===== src/hdl/pngsu_pkg.sv =====
// Shared types and constants for the PNG Sub/Up row unfilter.
package pngsu_pkg;

    localparam int DEF_MAX_ROW_PIXELS = 4096;
    localparam int DEF_LANES          = 8;
    localparam int PORT_LANES         = 8;
    localparam int BPP_W              = 4;
    localparam logic [BPP_W-1:0] BPP_RESET = 4'd4;
    localparam int QUEUE_DEPTH        = 2;
    localparam int APB_AW             = 3;
    localparam int APB_DW             = 32;
    localparam logic REG_BPP          = 1'b0;

    typedef logic [PORT_LANES-1:0][7:0] lane_bytes_t;

    typedef enum logic [1:0] {
        PRED_LEFT  = 2'd0,
        PRED_STORE = 2'd1,
        PRED_ZERO  = 2'd2
    } pred_sel_t;

    typedef struct packed {
        pred_sel_t pred_sel;
        logic      last;
        logic      ovf;
    } pix_ctrl_t;

endpackage


===== src/hdl/pngsu_front.sv =====
// Front end: accepts pixels, tracks row position and picks the predictor source.
module pngsu_front #(
    parameter int MAX_ROW_PIXELS = 4096,
    parameter int PW = 13,
    parameter int AW = 12
) (
    input  logic                 clk,
    input  logic                 rst_n,
    input  logic                 in_valid,
    output logic                 in_ready,
    input  pngsu_pkg::lane_bytes_t in_bytes,
    input  logic                 filter_kind,
    input  logic                 first_row,
    input  logic                 last_in_row,
    input  logic                 busy,
    input  logic                 q_ready,
    output logic                 q_push,
    output pngsu_pkg::lane_bytes_t q_bytes,
    output pngsu_pkg::pix_ctrl_t q_ctrl,
    output logic [AW-1:0]        q_addr
);
    import pngsu_pkg::*;

    logic [PW-1:0] pos_reg;
    logic [PW-1:0] pos_next;
    logic          ovf;

    assign ovf      = (pos_reg >= PW'(MAX_ROW_PIXELS));
    assign in_ready = q_ready && !busy;
    assign q_push   = in_valid && in_ready;
    assign q_bytes  = in_bytes;
    assign q_addr   = pos_reg[AW-1:0];

    always_comb
    begin
        q_ctrl.last = last_in_row;
        q_ctrl.ovf  = ovf;
        if (!filter_kind)
            q_ctrl.pred_sel = PRED_LEFT;
        else if (first_row || ovf)
            q_ctrl.pred_sel = PRED_ZERO;
        else
            q_ctrl.pred_sel = PRED_STORE;
    end

    always_comb
    begin
        pos_next = pos_reg;
        if (q_push)
        begin
            if (last_in_row)
                pos_next = '0;
            else if (!ovf)
                pos_next = pos_reg + PW'(1);
        end
    end

    always_ff @(posedge clk or negedge rst_n)
    begin
        if (!rst_n)
            pos_reg <= '0;
        else
            pos_reg <= pos_next;
    end

`ifndef SYNTHESIS
    a_pos_bound: assert property (@(posedge clk) disable iff (!rst_n)
        pos_reg <= PW'(MAX_ROW_PIXELS))
        else $error("row position past saturation");
    a_row_restart: assert property (@(posedge clk) disable iff (!rst_n)
        (q_push && last_in_row) |=> (pos_reg == '0))
        else $error("row position not cleared after row end");
`endif

endmodule


===== config.mk =====
export PLATFORM = sky130hd
export DESIGN_NAME = pngsu_front
export DESIGN_NICKNAME = d
export VERILOG_FILES = /design/src/hdl/pngsu_pkg.sv /design/src/hdl/pngsu_front.sv
export SDC_FILE = /design/constraint.sdc
export NUM_CORES = 1
export LEC_CHECK = 0
export ABC_CLOCK_PERIOD_IN_PS = 5100
export CAP_MARGIN = 10
export CORE_AREA = 4 4 57 59
export CTS_BUF_LIST = sky130_fd_sc_hd__clkbuf_2 sky130_fd_sc_hd__clkbuf_4 sky130_fd_sc_hd__clkbuf_8
export CTS_CLUSTER_SIZE = 40
export DETAILED_ROUTE_END_ITERATION = 10
export DIE_AREA = 0 0 61 63
export DONT_BUFFER_PORTS = 1
export PLACE_DENSITY = 0.64
export SETUP_SLACK_MARGIN = 0.15
export SYNTH_ARGS = -nofsm -noshare
export SYNTH_HDL_FRONTEND = slang
export SYNTH_SLANG_ARGS = --single-unit
export TNS_END_PERCENT = 1

===== constraint.sdc =====
create_clock -name clk -period 5.1 [get_ports clk]
set_input_delay 0.255 -clock clk [delete_from_list [all_inputs] [get_ports clk]]
set_output_delay 0.255 -clock clk [all_outputs]
set_load 0.01 [all_outputs]

==> metrics.txt <==
share of synthesized area occupied by flip-flops and latches 24.88%; depth of the worst hold-timing path 3; number of primary I/O pins approximately 150; Max rail drop VDD around 200 µV; Syn Std Cell Area approximately 1300 µm²; post-route fraction of the period consumed by the critical path a little under two fifths; type of the setup path with the least slack reg2reg; routed vias/inst roughly 5.7; cell chosen for the clock root sky130_fd_sc_hd__clkbuf_4; initial cell density of the core approximately half; H-tree depth 1; mean instance size in the synthesized netlist ~8.3 µm²; violation count after the first detailed-routing iteration 34; drt wl/cell approximately 20 µm; static leakage power approximately 0.34 nW; post-DP HPWL approximately 1900 µm; Fmax about 510 MHz; Startpoint Class flip-flop; area inside the core boundary roughly 2700 µm²; ratio of cells with drive above 1 in the final layout 7.317%; total number of vias 640; maximum net fanout on the critical path 8; overall routed net length between 2000 and 2500 µm; final antenna-violating net count 0; number of clock sinks seen by CTS 13; top cells by area in the synthesized netlist sky130_fd_sc_hd__buf_4 45%, sky130_fd_sc_hd__dfrtp_1 25%, sky130_fd_sc_hd__xnor2_1 3.3%; Final setup violation count 0; headroom to the max-slew limit 54.47%; final layout net count ~160; overflow left after global routing 0; count of final max-slew check failures 0; Least-Margin Pin Slew between 600 and 700 ps; global-route wire length before repair 3546 µm; main combinational cell family by area after synthesis buffers and inverters; remaining routing DRC violations 0; post-synthesis to final-layout area growth -39.43%; Worst Clk Skew ~4.6 ps; Critical Path RT 5300 ps; number of fillers in the final layout between 200 and 300; clock tree buffer depth 2; mux contribution to synthesized area 0%; least setup slack across all paths after layout 3147 ps; full die area ~3800 µm²; clock latency on the worst-skew pair 270 ps; unrepaired setup endpoints after global routing no; max-cap check violation count 0; Placement Setup Slack between 3000 and 4000 ps; power density over the cells approximately 280 nW/µm²; Post-Synthesis Net Count between 200 and 250; aggregate negative setup slack 0 ps; synthesized-area fraction occupied by and/or/nand/nor cells 15.98%; vias in the first global route approximately 660; global placer's final weighted congestion a little over 0.7; count of input and output buffers 0; final antenna diode count 0; number of warnings issued by yosys 0; clock tree from TritonCTS done; flip-flop count of the largest register, all copies and words added 13; TritonRoute pass-1 iters 3; pin count of the biggest net entering global routing 14; overall routing resource usage about an eighth; area share of fa/ha/maj cells after synthesis 1.914%; standard-cell row count 19; fraction of the mapped netlist area in compound gates around 6.4%; post-synthesis cell count around 160; clock buffers created by TritonCTS 3; die outline width 61 µm; postcts setup bufs 0; antenna violations before repair 0; Register-to-Register Path Depth 4; element type at the critical path end flip-flop; XOR/XNOR Fraction of Synth Area under 10%; worst hold path type in2reg; final number of hold-violating endpoints 0; area share of the largest cell type after synthesis about 45%; vertical die dimension about 63 µm; Synth cell types 30; clock transition at the registers of the reported paths ~80 ps; top cell type by total area after synthesis sky130_fd_sc_hd__buf_4; Worst EP arrival roughly 2200 ps; Tmin final 1953 ps; register bit count reported by yosys 13; outcome completed
final timing paths:
check                       startpoint          end  slack (ps)
max in group asynchronous        rst_n   pos_reg[7]        4280
setup reg to reg           pos_reg[12]   pos_reg[9]        3150
hold / removal             last_in_row   pos_reg[1]         200
hold reg to reg            pos_reg[11]  pos_reg[11]         650
setup / recovery           pos_reg[12]   pos_reg[9]        3150
min in group asynchronous        rst_n  pos_reg[12]         420
per-layer routing:
| layer | up-vias | track usage (%) | share of wire (%) | wire length [µm] |
|---|---|---|---|---|
| met1 | 290 | 11.01 | 28 | 642 |
| met3 | 16 | 7.851 | 17 | 395 |
| li1 | 280 | - | - | - |
| met5 | - | 0 | 0 | 0 |
| met4 | 0 | 7.588 | 2.9 | 66 |
| met2 | 54 | 19.52 | 52 | 1185 |
worst max-delay path, stage by stage, from the launching register on:
cell                      delay [ps]
sky130_fd_sc_hd__dfrtp_1         470
sky130_fd_sc_hd__and2b_4         230
sky130_fd_sc_hd__or4_1           650
sky130_fd_sc_hd__or3_1           390
sky130_fd_sc_hd__a21oi_1         140
stage by stage:
| stage | power, mW | instances | utilization [%] | instance area [µm²] | hold WS (ps) |
|---|---|---|---|---|---|
| global placement | 0.1506 | 108 | 27.75 | 752.0 | -40.27 |
| global route | 0.2336 | 113 | 29.22 | 792.0 | 202.7 |
| detailed placement | 0.1521 | 108 | 27.75 | 752.0 | -40.26 |
| floorplan | 0.2101 | 157 | - | 1308 | -40.59 |
| finish | 0.2202 | 113 | 29.22 | 792.0 | 204.3 |
| CTS | 0.2240 | 113 | 29.22 | 792.0 | 188.9 |
layout make-up:
cell class                      count  area (µm²)  area share [%]
Sequential cell                    13       325.3           41.07
Clock buffer                        4       30.03           3.791
Multi-Input combinational cell     57       361.6           45.66
Inverter                            7       26.28           3.318
Tap cell                           31       38.79           4.897
Timing Repair Buffer                1       10.01           1.264
cell families (layout without fill, tap and decap cells):
kind of cell,Yosys count,count (layout)
AO/OA/AOI/OAI,14,14
AND/OR/NAND/NOR,36,36
flip-flops,13,13
buffers and inverters,87,12
adder cells (fa/ha/maj),2,2
XOR/XNOR,5,5
cell usage after synthesis:
| cell | n |
|---|---|
| sky130_fd_sc_hd__a21o_1 | 1 |
| sky130_fd_sc_hd__a21oi_1 | 4 |
| sky130_fd_sc_hd__a41oi_1 | 1 |
| sky130_fd_sc_hd__and2b_4 | 1 |
| sky130_fd_sc_hd__and3_1 | 1 |
| sky130_fd_sc_hd__and4_1 | 1 |
| sky130_fd_sc_hd__buf_4 | 78 |
| sky130_fd_sc_hd__clkbuf_1 | 1 |
| sky130_fd_sc_hd__clkbuf_2 | 1 |
| sky130_fd_sc_hd__dfrtp_1 | 13 |
| sky130_fd_sc_hd__ha_1 | 2 |
| sky130_fd_sc_hd__inv_1 | 7 |
| sky130_fd_sc_hd__nand2_1 | 5 |
| sky130_fd_sc_hd__nand2b_1 | 1 |
| sky130_fd_sc_hd__nand3_1 | 5 |
| sky130_fd_sc_hd__nand3b_4 | 1 |
| sky130_fd_sc_hd__nand4_1 | 1 |
| sky130_fd_sc_hd__nor2_1 | 9 |
| sky130_fd_sc_hd__nor2b_1 | 1 |
| sky130_fd_sc_hd__nor3_1 | 1 |
| sky130_fd_sc_hd__nor3b_1 | 2 |
| sky130_fd_sc_hd__nor4_1 | 2 |
| sky130_fd_sc_hd__nor4b_1 | 1 |
| sky130_fd_sc_hd__o211ai_1 | 1 |
| sky130_fd_sc_hd__o21a_1 | 1 |
| sky130_fd_sc_hd__o21ai_0 | 5 |
| sky130_fd_sc_hd__o31ai_1 | 1 |
| sky130_fd_sc_hd__or3_1 | 3 |
| sky130_fd_sc_hd__or4_1 | 1 |
| sky130_fd_sc_hd__xnor2_1 | 5 |
placed cells by master, fill, tap and decap left out, types with 2 or more instances in the layout:
| cell | synthesis | layout |
|---|---|---|
| sky130_fd_sc_hd__o21ai_0 | 5 | 5 |
| sky130_fd_sc_hd__clkbuf_4 | 0 | 4 |
| sky130_fd_sc_hd__nand3_1 | 5 | 5 |
| sky130_fd_sc_hd__inv_1 | 7 | 7 |
| sky130_fd_sc_hd__nor4_1 | 2 | 2 |
| sky130_fd_sc_hd__or3_1 | 3 | 3 |
| sky130_fd_sc_hd__dfrtp_1 | 13 | 13 |
| sky130_fd_sc_hd__nand2_1 | 5 | 5 |
| sky130_fd_sc_hd__ha_1 | 2 | 2 |
| sky130_fd_sc_hd__nor2_1 | 9 | 9 |
| sky130_fd_sc_hd__a21oi_1 | 4 | 4 |
| sky130_fd_sc_hd__xnor2_1 | 5 | 5 |
| sky130_fd_sc_hd__nor3b_1 | 2 | 2 |
report_power, final:
part | switching [mW] | internal (mW) | total, mW
Combinational | 0.0137 | 0.0102 | 0.0239
Clock | 0.0325 | 0.0356 | 0.0682
Sequential | 0.0165 | 0.112 | 0.128
what timing repair did:
action	CTS	global route
resized for setup	0	0
endpoints found under the hold margin	13	0
hold buffers	1	0
No activity file was read; power rests on OpenSTA's default activity.
