===== src/hdl/pngsu_pkg.sv =====
// Shared types and constants for the PNG Sub/Up row unfilter.
package pngsu_pkg;

    localparam int DEF_MAX_ROW_PIXELS = 4096;
    localparam int DEF_LANES          = 8;
    localparam int PORT_LANES         = 8;
    localparam int BPP_W              = 4;
    localparam logic [BPP_W-1:0] BPP_RESET = 4'd4;
    localparam int QUEUE_DEPTH        = 2;
    localparam int APB_AW             = 3;
    localparam int APB_DW             = 32;
    localparam logic REG_BPP          = 1'b0;

    typedef logic [PORT_LANES-1:0][7:0] lane_bytes_t;

    typedef enum logic [1:0] {
        PRED_LEFT  = 2'd0,
        PRED_STORE = 2'd1,
        PRED_ZERO  = 2'd2
    } pred_sel_t;

    typedef struct packed {
        pred_sel_t pred_sel;
        logic      last;
        logic      ovf;
    } pix_ctrl_t;

endpackage


===== src/hdl/pngsu_fifo.sv =====
// Short word queue between the front end and the back end.
module pngsu_fifo #(
    parameter int W = 80
) (
    input  logic         clk,
    input  logic         rst_n,
    input  logic         push,
    input  logic [W-1:0] push_data,
    output logic         push_ready,
    input  logic         pop,
    output logic         pop_valid,
    output logic [W-1:0] pop_data
);
    import pngsu_pkg::*;

    localparam int PTR_W = (QUEUE_DEPTH > 1) ? $clog2(QUEUE_DEPTH) : 1;
    localparam int CNT_W = $clog2(QUEUE_DEPTH + 1);

    logic [W-1:0]     mem_reg [QUEUE_DEPTH];
    logic [PTR_W-1:0] wr_ptr_reg;
    logic [PTR_W-1:0] rd_ptr_reg;
    logic [CNT_W-1:0] count_reg;
    logic [CNT_W-1:0] count_next;
    logic             do_push;
    logic             do_pop;

    assign push_ready = (count_reg != CNT_W'(QUEUE_DEPTH));
    assign pop_valid  = (count_reg != '0);
    assign pop_data   = mem_reg[rd_ptr_reg];
    assign do_push    = push && push_ready;
    assign do_pop     = pop && pop_valid;

    always_comb
    begin
        count_next = count_reg;
        if (do_push && !do_pop)
            count_next = count_reg + CNT_W'(1);
        else if (do_pop && !do_push)
            count_next = count_reg - CNT_W'(1);
    end

    always_ff @(posedge clk or negedge rst_n)
    begin
        if (!rst_n)
        begin
            wr_ptr_reg <= '0;
            rd_ptr_reg <= '0;
            count_reg  <= '0;
        end
        else
        begin
            count_reg <= count_next;
            if (do_push)
                wr_ptr_reg <= (wr_ptr_reg == PTR_W'(QUEUE_DEPTH - 1)) ? '0
                                                                       : wr_ptr_reg + PTR_W'(1);
            if (do_pop)
                rd_ptr_reg <= (rd_ptr_reg == PTR_W'(QUEUE_DEPTH - 1)) ? '0
                                                                       : rd_ptr_reg + PTR_W'(1);
        end
    end

    always_ff @(posedge clk)
    begin
        if (do_push)
            mem_reg[wr_ptr_reg] <= push_data;
    end

`ifndef SYNTHESIS
    a_count_bound: assert property (@(posedge clk) disable iff (!rst_n)
        count_reg <= CNT_W'(QUEUE_DEPTH))
        else $error("queue count past depth");
`endif

endmodule


===== config.mk =====
export PLATFORM = sky130hd
export DESIGN_NAME = pngsu_fifo
export DESIGN_NICKNAME = d
export VERILOG_FILES = /design/src/hdl/pngsu_pkg.sv /design/src/hdl/pngsu_fifo.sv
export SDC_FILE = /design/constraint.sdc
export NUM_CORES = 1
export LEC_CHECK = 0
export BUFFER_PORTS_ARGS = -buffer_cell sky130_fd_sc_hd__buf_2
export CAP_MARGIN = 20
export CELL_PAD_IN_SITES_DETAIL_PLACEMENT = 1
export CELL_PAD_IN_SITES_GLOBAL_PLACEMENT = 2
export CORE_MARGIN = 1
export CORE_UTILIZATION = 42
export CTS_BUF_LIST = sky130_fd_sc_hd__clkbuf_4 sky130_fd_sc_hd__clkbuf_8 sky130_fd_sc_hd__clkbuf_16
export CTS_CLUSTER_SIZE = 10
export DETAILED_ROUTE_END_ITERATION = 10
export PLACE_DENSITY_LB_ADDON = 0.25
export SLEW_MARGIN = 30
export SYNTH_ARGS = -nofsm -noshare
export SYNTH_HDL_FRONTEND = slang
export SYNTH_SLANG_ARGS = --single-unit

===== constraint.sdc =====
create_clock -name clk -period 6.8 [get_ports clk]
set_input_delay 0.34 -clock clk [delete_from_list [all_inputs] [get_ports clk]]
set_output_delay 0.34 -clock clk [all_outputs]
set_load 0.05 [all_outputs]

==> impl_metrics.csv, run 1 <==
group,metric,value,unit
synth,yosysSeqAreaShare,0.770,
clock_network,cts.reportedPaths.clkPinSlew,0.07,ns
synth,synth_cell_types,15,
die,ios,166,
detailed_routing,drt-total-wl,11900,µm
critical_path,arrival,2.76,ns
placed_design,place_area,7310,µm²
global_routing,grt.met2_usage,0.268,
synth,yosys_warnings,0,
detailed_routing,drc_errors,36,
critical_path,start_kind,"flop",
clock_network,clk_latency,0.42,ns
synth,syn-num-nets,352,
global_routing,met3_usage,0.0535,
placed_design,port_buffers,165,
critical_path,end_kind,"primary output",
clock_network,htreeDepth,4,
synth,synth_area_per_cell,23.8,µm²
synth,netlist_area,6370,µm²
die,die_h,125,µm
finish,largest_register_ffs,160,
pwr,ir_drop,0.389,mV
sta,final_hold_viol_count,0,
global_routing,grt_use_met1,0.182,
synth,yosys_register_bits,164,
die,design.die.area,15700,µm²
clock_network,clk_path_buf_depth,2,
sta,layout_min_cycle_time,3.10,ns
critical_path,worstPathMaxFanout,47,
sta,finClkSkew,0.00742,ns
global_routing,grt_pass1_wl,18000,µm
die,rows,44,
critical_path,path_class,"reg2out",
finish,syn_to_final_growth,25.1,%
sta,final_critical_path_setup_slack,3.70,ns
synth,synth_cells,267,
finish,final_cell_mix,"buf_2, edfxtp_1, mux2_4, clkbuf_16, bufinv_16",
pwr,seqPwrFrac,0.357,
global_routing,grt_usage,0.158,
status,violations,"design-rule violations",
detailed_routing,firstDrtPassIters,7,
clock_network,cts-resized-gates,0,
sta,whs,0.109,ns
pwr,p_per_area,536,nW/µm²
global_routing,gr-total-overflow,0,
detailed_routing,viasPerCell,4.75,
global_routing,grt_max_degree,81,
detailed_routing,final_antenna_net_count,0,
global_routing,antenna_found_initial,2,
global_routing,grt_most_used_layer,"met2",
sta,worst_pin_slew,0.884,ns
status,status,"complete, but fails checks",
finish,layout.nets,531,
clock_network,cts_tree,"done",
placed_design,place_ws,4.13,ns
detailed_routing,wire_per_inst,18.5,µm
die,die_w,125,µm
sta,slew_violations,0,
pwr,combPwrFrac,0.403,
sta,setup_viol,0,
pwr,p_int,0.00260,W
sta,min_period_over_period,0.456,
detailed_routing,drt_iter0_markers,171,
job,maxCapViolCount,0,
finish,drive_above_1_share,0.608,
sta,fmax,0.323,GHz
pwr,swShare,0.391,
critical_path,critPathRequiredTime,6.46,ns
detailed_routing,vias,3064,
die,coreArea,14600,µm²
clock_network,cts-root-buf,"clkbuf_16",
finish,stdcell_area,7970,µm²
pwr,switching_power,0.00167,W
pwr,clkPwrFrac,0.240,
placed_design,hpwl,7720,µm
die,initial_utilization,0.435,
global_routing,first_global_vias,3310,
finish,final_common_cell,"buf_2",
clock_network,cts_buffers,17,
sta,relSlewSlack,0.411,
clock_network,clock-sinks,164,
sta,rsz0062_at_grt,"false",
min_path,hp-class,"in2reg",
sta,tns,0,ns
placed_design,routabilityCongestion,0.703,
pwr,leakagePower,3.21,nW
[area by class of cell]
type / instances / area [µm²]
antenna: 2 / 5.00
clock buffer: 17 / 425
clock inverter: 15 / 211
fill: 1370 / 6680
inverter: 1 / 3.75
multi-input combinational: 93 / 1300
sequential: 164 / 4910
tap: 184 / 230
timing repair buffer: 169 / 882
[Yosys cell counts]
library cell / instances / area share
edfxtp_1: 160 / 0.75
mux2_4: 79 / 0.19
buf_12: 8 / 0.025
dfrtp_1: 4 / 0.016
xnor2_1: 3 / 0.0041
nand2_1: 2 / 0.0012
nor2_1: 2 / 0.0012
xor2_1: 2 / 0.0028
and3_1: 1 / 0.00098
buf_6: 1 / 0.0018
ha_1: 1 / 0.0020
inv_1: 1 / 0.00059
mux2_2: 1 / 0.0018
nand2b_1: 1 / 0.00098
or2_1: 1 / 0.00098
[cells by family (layout without fill, tap and decap cells)]
logic type,count (synthesis),after routing,synth area share
DFF,164,164,0.770
muxes,80,80,0.188
buffers and inverters,10,202,0.0275
and+or+nand+nor,7,7,0.00531
xor gates and xnor gates,5,5,0.00688
adders and majority gates,1,1,0.00196
other,0,2,0
[timing repair]
action	in CTS	in global routing
buffers inserted	0	0
hold endpoints to repair	4	0
hold buffers	1	0
[routing by layer]
| layer | vias up | part of all wire |
|---|---|---|
| met3 | 14 | 0.060 |
| met4 | 0 | 0.014 |
| li1 | 1418 | - |
| met2 | 97 | 0.52 |
| met1 | 1535 | 0.41 |
| met5 | - | 0 |
[metrics by stage]
| step | utilization | instances | total power [W] |
|---|---|---|---|
| after floorplan | - | 267 | 0.00303 |
| after global placement | 0.497 | 609 | 0.00324 |
| after detailed placement | 0.499 | 610 | 0.00329 |
| after CTS | 0.544 | 643 | 0.00432 |
| after global routing | 0.544 | 643 | 0.00442 |
| final | 0.544 | 645 | 0.00427 |
[worst paths after layout]
path	from	end	slack, ns	depth (start not counted)
max	rd_ptr_reg	pop_data[11]	3.70	3
min	push_data[9]	mem_reg[1][9]	0.11	1
max reg2reg	count_reg[0]	mem_reg[0][6]	4.88	4
min reg2reg	count_reg[1]	count_reg[1]	0.52	1
max in group asynchronous	rst_n	rd_ptr_reg	6.38	2
min in group asynchronous	rst_n	wr_ptr_reg	0.27	2
[power by group through the flow]
stage,clock network [W],logic [W],registers [W]
5_1_grt,0.00108,0.00179,0.00155
6_report,0.00102,0.00172,0.00152
4_1_cts,0.00105,0.00174,0.00153
3_3_place_gp,0,0.00171,0.00154
2_1_floorplan,0,0.00156,0.00147
3_5_place_dp,0,0.00173,0.00155
[worst max-delay path: stages (launching register included)]
cell	delay, ns
dfrtp_4	0.99
buf_4	0.68
mux2_4	0.37
buf_2	0.21
No activity file was read; power rests on OpenSTA's default activity.
==> run 2: changes to the inputs <==
--- a/config.mk
+++ b/config.mk
@@ -10,7 +10,7 @@
 export CELL_PAD_IN_SITES_DETAIL_PLACEMENT = 1
 export CELL_PAD_IN_SITES_GLOBAL_PLACEMENT = 2
 export CORE_MARGIN = 1
-export CORE_UTILIZATION = 42
+export CORE_UTILIZATION = 39
 export CTS_BUF_LIST = sky130_fd_sc_hd__clkbuf_4 sky130_fd_sc_hd__clkbuf_8 sky130_fd_sc_hd__clkbuf_16
 export CTS_CLUSTER_SIZE = 10
 export DETAILED_ROUTE_END_ITERATION = 10
==> constraint.sdc (replaced) <==
create_clock -name clk -period 3.1 [get_ports clk]
set_input_delay 0.155 -clock clk [delete_from_list [all_inputs] [get_ports clk]]
set_output_delay 0.155 -clock clk [all_outputs]
set_load 0.05 [all_outputs]
==> impl_metrics.csv, run 2 (same netlist as run 1, synthesis figures left out) <==
group,metric,value,unit
placed_design,port_buffers,165,
global_routing,first_global_vias,3571,
die,die_w,130,µm
detailed_routing,vias,3360,
sta,min_period_over_period,0.720,
critical_path,arrival,2.08,ns
critical_path,critPathRequiredTime,2.94,ns
status,status,"complete, no violations",
pwr,combPwrFrac,0.415,
finish,stdcell_area,8840,µm²
finish,syn_to_final_growth,38.8,%
detailed_routing,final_antenna_net_count,0,
placed_design,hpwl,7460,µm
die,rows,46,
sta,whs,0.0616,ns
sta,fmax,0.448,GHz
clock_network,clock-sinks,164,
min_path,hp-class,"in2reg",
die,die_h,130,µm
critical_path,end_kind,"primary output",
detailed_routing,top_layer_used,"met4",
detailed_routing,drt-met1-wl,5480,µm
sta,layout_min_cycle_time,2.23,ns
pwr,p_per_area,1080,nW/µm²
finish,largest_register_ffs,160,
die,initial_utilization,0.401,
pwr,swShare,0.384,
job,maxCapViolCount,0,
sta,rsz0062_at_grt,"false",
finish,finalNonFillerCells,756,
clock_network,cts_buffers,17,
pwr,ir_drop,0.547,mV
detailed_routing,drt-total-wl,12700,µm
sta,tns,0,ns
detailed_routing,wl_met2,6450,µm
pwr,total_power,0.00953,W
clock_network,htreeDepth,4,
pwr,seqPwrFrac,0.342,
die,coreArea,15900,µm²
finish,drive_above_1_share,0.522,
global_routing,grt_pass1_wl,18700,µm
pwr,p_int,0.00587,W
detailed_routing,route.met3.wl,638,µm
detailed_routing,drt_iter0_markers,170,
detailed_routing,drc_errors,0,
sta,relSlewSlack,0.579,
sta,worst_pin_slew,0.631,ns
critical_path,path_class,"reg2out",
finish,final_cell_mix,"buf_2, edfxtp_1, dlygate4sd3_1, mux2_4, clkbuf_16",
finish,seq_area,4910,µm²
global_routing,grt_max_degree,46,
critical_path,start_kind,"flop",
critical_path,worstPathMaxFanout,35,
finish,multi_input_area,1300,µm²
clock_network,clk_path_buf_depth,2,
placed_design,place_area,7380,µm²
finish,final_common_cell,"buf_2",
die,ios,166,
sta,final_hold_viol_count,0,
placed_design,placedCellCount,645,
finish,antenna_cells,0,
detailed_routing,firstDrtPassIters,4,
finish,filler_cell_count,1477,
global_routing,grt_usage,0.155,
placed_design,routabilityCongestion,0.706,
clock_network,cts-resized-gates,0,
detailed_routing,viasPerCell,4.44,
clock_network,clk_latency,0.41,ns
clock_network,cts-root-buf,"clkbuf_16",
sta,finClkSkew,0.00600,ns
clock_network,cts_tree,"done",
detailed_routing,wire_per_inst,16.8,µm
global_routing,antenna_found_initial,0,
global_routing,gr-total-overflow,0,
clock_network,cts.reportedPaths.clkPinSlew,0.06,ns
pwr,switching_power,0.00366,W
pwr,clkPwrFrac,0.243,
sta,setup_viol,0,
die,design.die.area,16800,µm²
sta,slew_violations,0,
finish,layout.nets,614,
pwr,leakagePower,3.57,nW
-- run 2: final cells by class --
type | count | area share
clock buffer | 19 | 0.0498
multi-input combinational | 93 | 0.147
clock inverter | 11 | 0.0236
timing repair buffer | 252 | 0.193
inverter | 1 | 0.000425
sequential | 164 | 0.555
tap | 216 | 0.0306
-- run 2: critical path: stages, from the launching register on --
cell and delay, ns:
dfrtp_4 0.73, buf_12 0.32, mux2_4 0.34, buf_2 0.22
-- run 2: final timing paths --
path / start / endpoint / slack (ns) / cells past startpoint
max in group asynchronous: rst_n / rd_ptr_reg / 2.88 / 2
worst max-delay path: rd_ptr_reg / pop_data[58] / 0.87 / 3
worst min-delay path: pop / rd_ptr_reg / 0.06 / 3
worst min register to register: count_reg[1] / count_reg[1] / 0.50 / 1
worst max register to register: count_reg[0] / mem_reg[1][51] / 1.21 / 3
min in group asynchronous: rst_n / count_reg[1] / 0.07 / 2
-- run 2: power by group through the flow --
stage          registers, W  logic [W]  clock network (W)
2_1_floorplan       0.00319    0.00343                  0
3_3_place_gp        0.00328    0.00391                  0
3_5_place_dp        0.00331    0.00391                  0
4_1_cts             0.00327    0.00400            0.00237
5_1_grt             0.00331    0.00414            0.00244
6_report            0.00326    0.00395            0.00231
-- run 2: stage by stage --
| step | utilization | setup slack [ns] |
|---|---|---|
| 3_3_place_gp | 0.464 | 1.21 |
| 5_1_grt | 0.556 | 0.755 |
| 4_1_cts | 0.556 | 0.812 |
| 2_1_floorplan | - | 0.384 |
| 3_5_place_dp | 0.464 | 1.19 |
| 6_report | 0.556 | 0.867 |
-- run 2: repair_timing --
action,CTS,global route
hold buffers,81,0
hold endpoints to repair,164,0
setup buffers,0,0
-- run 2: layer usage --
layer  up-vias  track usage
met2       111        0.262
met4         0       0.0616
met5         -            0
met3         7       0.0476
met1      1661        0.185
li1       1581            -
==> run 3: changes to the inputs <==
==> constraint.sdc (replaced) <==
create_clock -name clk -period 2.1 [get_ports clk]
set_input_delay 0.105 -clock clk [delete_from_list [all_inputs] [get_ports clk]]
set_output_delay 0.105 -clock clk [all_outputs]
set_load 0.05 [all_outputs]
==> impl_metrics.csv, run 3 (same netlist as run 1, synthesis figures left out) <==
group,metric,value,unit
die,die_h,130,µm
die,die_w,130,µm
finish,final_common_cell,"buf_2",
finish,final_core_util,0.555,
die,rows,46,
detailed_routing,drt-total-wl,12800,µm
clock_network,cts_tree,"done",
die,initial_utilization,0.401,
pwr,clkPwrFrac,0.216,
sta,worst_pin_slew,0.396,ns
clock_network,cts.reportedPaths.clkPinSlew,0.07,ns
sta,layout_min_cycle_time,1.91,ns
sta,finClkSkew,0.0106,ns
clock_network,clk_latency,0.42,ns
critical_path,crit_chain,"buf_12 -> mux2_4 -> buf_2",
sta,relSlewSlack,0.736,
finish,final_cell_mix,"buf_2, edfxtp_1, dlygate4sd3_1, mux2_4, clkbuf_16",
sta,final_hold_viol_count,0,
detailed_routing,firstDrtPassIters,4,
clock_network,htreeDepth,4,
min_path,hp-class,"in2async",
clock_network,cts-root-buf,"clkbuf_16",
critical_path,cpPeakStageDelay,0.45,ns
detailed_routing,drc_errors,0,
pwr,seqPwrFrac,0.344,
status,status,"complete, no violations",
sta,setup_viol,0,
placed_design,port_buffers,165,
detailed_routing,final_antenna_net_count,0,
sta,rsz0062_at_grt,"false",
placed_design,routabilityCongestion,0.648,
clock_network,clock-sinks,164,
pwr,swShare,0.405,
global_routing,grt_max_degree,53,
pwr,ir_drop,0.771,mV
finish,antenna_cells,0,
placed_design,hpwl,7660,µm
sta,min_period_over_period,0.908,
detailed_routing,wire_per_inst,16.9,µm
global_routing,antenna_found_initial,0,
finish,layout.nets,617,
die,coreArea,15900,µm²
global_routing,first_global_vias,3731,
critical_path,end_kind,"primary output",
detailed_routing,vias,3379,
pwr,p_per_area,1550,nW/µm²
die,ios,166,
critical_path,critPathRequiredTime,2.00,ns
detailed_routing,drt_iter0_markers,126,
pwr,leakagePower,3.54,nW
finish,finalNonFillerCells,761,
global_routing,gr-total-overflow,0,
critical_path,worstPathMaxFanout,48,
critical_path,arrival,1.80,ns
sta,slew_violations,0,
pwr,total_power,0.0137,W
finish,filler_cell_count,1533,
critical_path,path_class,"reg2out",
critical_path,reg2reg_slack,0.58,ns
critical_path,start_kind,"flop",
placed_design,placedCellCount,646,
clock_network,cts-resized-gates,0,
clock_network,ctsHoldBuffers,83,
sta,tns,0,ns
detailed_routing,viasPerCell,4.44,
clock_network,clk_path_buf_depth,2,
global_routing,grt_usage,0.161,
critical_path,r2r_start,"count_reg[0]",
pwr,p_int,0.00814,W
job,maxCapViolCount,0,
critical_path,critPathSlowestCell,"dfrtp_4",
critical_path,rr_endpoint,"mem_reg[0][23]",
pwr,switching_power,0.00553,W
finish,syn_to_final_growth,38.5,%
clock_network,cts_buffers,17,
critical_path,reg2regPathDepth,4,
global_routing,grt_pass1_wl,19600,µm
finish,largest_register_ffs,160,
die,design.die.area,16800,µm²
sta,fmax,0.525,GHz
clock_network,postCtsSetupBuffers,0,
sta,whs,0.0257,ns
pwr,combPwrFrac,0.441,
finish,drive_above_1_share,0.528,
==> run 3: changes by cell type in the layout (fill, tap and decap cells not counted), moves of 2 or more <==
cell,delta
buf_12,+2
bufinv_16,-5
clkinv_4,+2
clkinvlp_4,+5
dlygate4sd3_1,+2
inv_6,+3
==> run 3: critical path: cells and delay by family, from the launching register on <==
| kind | cells | cell delay [ns] |
|---|---|---|
| mux | 1 | 0.34 |
| flops | 1 | 0.45 |
| buf+inv | 2 | 0.56 |
==> run 3: worst max path at each step <==
stage / start / end / cells past startpoint
floorplan: count_reg[0] / mem_reg[0][0] / 3
global placement: count_reg[0] / mem_reg[0][5] / 4
detailed placement: count_reg[0] / mem_reg[0][5] / 4
CTS: rd_ptr_reg / pop_data[21] / 3
global route: rd_ptr_reg / pop_data[30] / 3
finish: rd_ptr_reg / pop_data[40] / 3
==> run 3: metrics by stage <==
stage	worst slack, ns	instance area, µm²
5_1_grt	0.112	8820
6_report	0.194	8820
3_5_place_dp	0.566	7430
4_1_cts	0.146	8820
2_1_floorplan	-0.236	6390
3_3_place_gp	0.620	7430
==> run 3: metal layers <==
layer | global-route usage | up-vias | share of wire
li1 | - | 1592 | -
met1 | 0.176 | 1678 | 0.39
met2 | 0.283 | 99 | 0.53
met3 | 0.0685 | 10 | 0.069
met4 | 0.0513 | 0 | 0.0089
met5 | 0 | - | 0
==> run 3: layout make-up <==
class | instances | area [µm²] | area share
clock buffers | 18 | 433 | 0.0491
clock inverters | 14 | 131 | 0.0149
inverters | 1 | 3.75 | 0.000426
multi-input cells | 93 | 1320 | 0.149
flip-flops and latches | 164 | 4910 | 0.556
well taps | 216 | 270 | 0.0306
repair buffers | 255 | 1760 | 0.199
==> run 3: power by group through the flow <==
stage | Sequential, W | Clock (W) | Combinational [W]
detailed placement | 0.00477 | 0 | 0.00598
global route | 0.00477 | 0.00314 | 0.00635
global placement | 0.00472 | 0 | 0.00595
floorplan | 0.00471 | 0 | 0.00508
finish | 0.00470 | 0.00295 | 0.00602
CTS | 0.00471 | 0.00303 | 0.00612
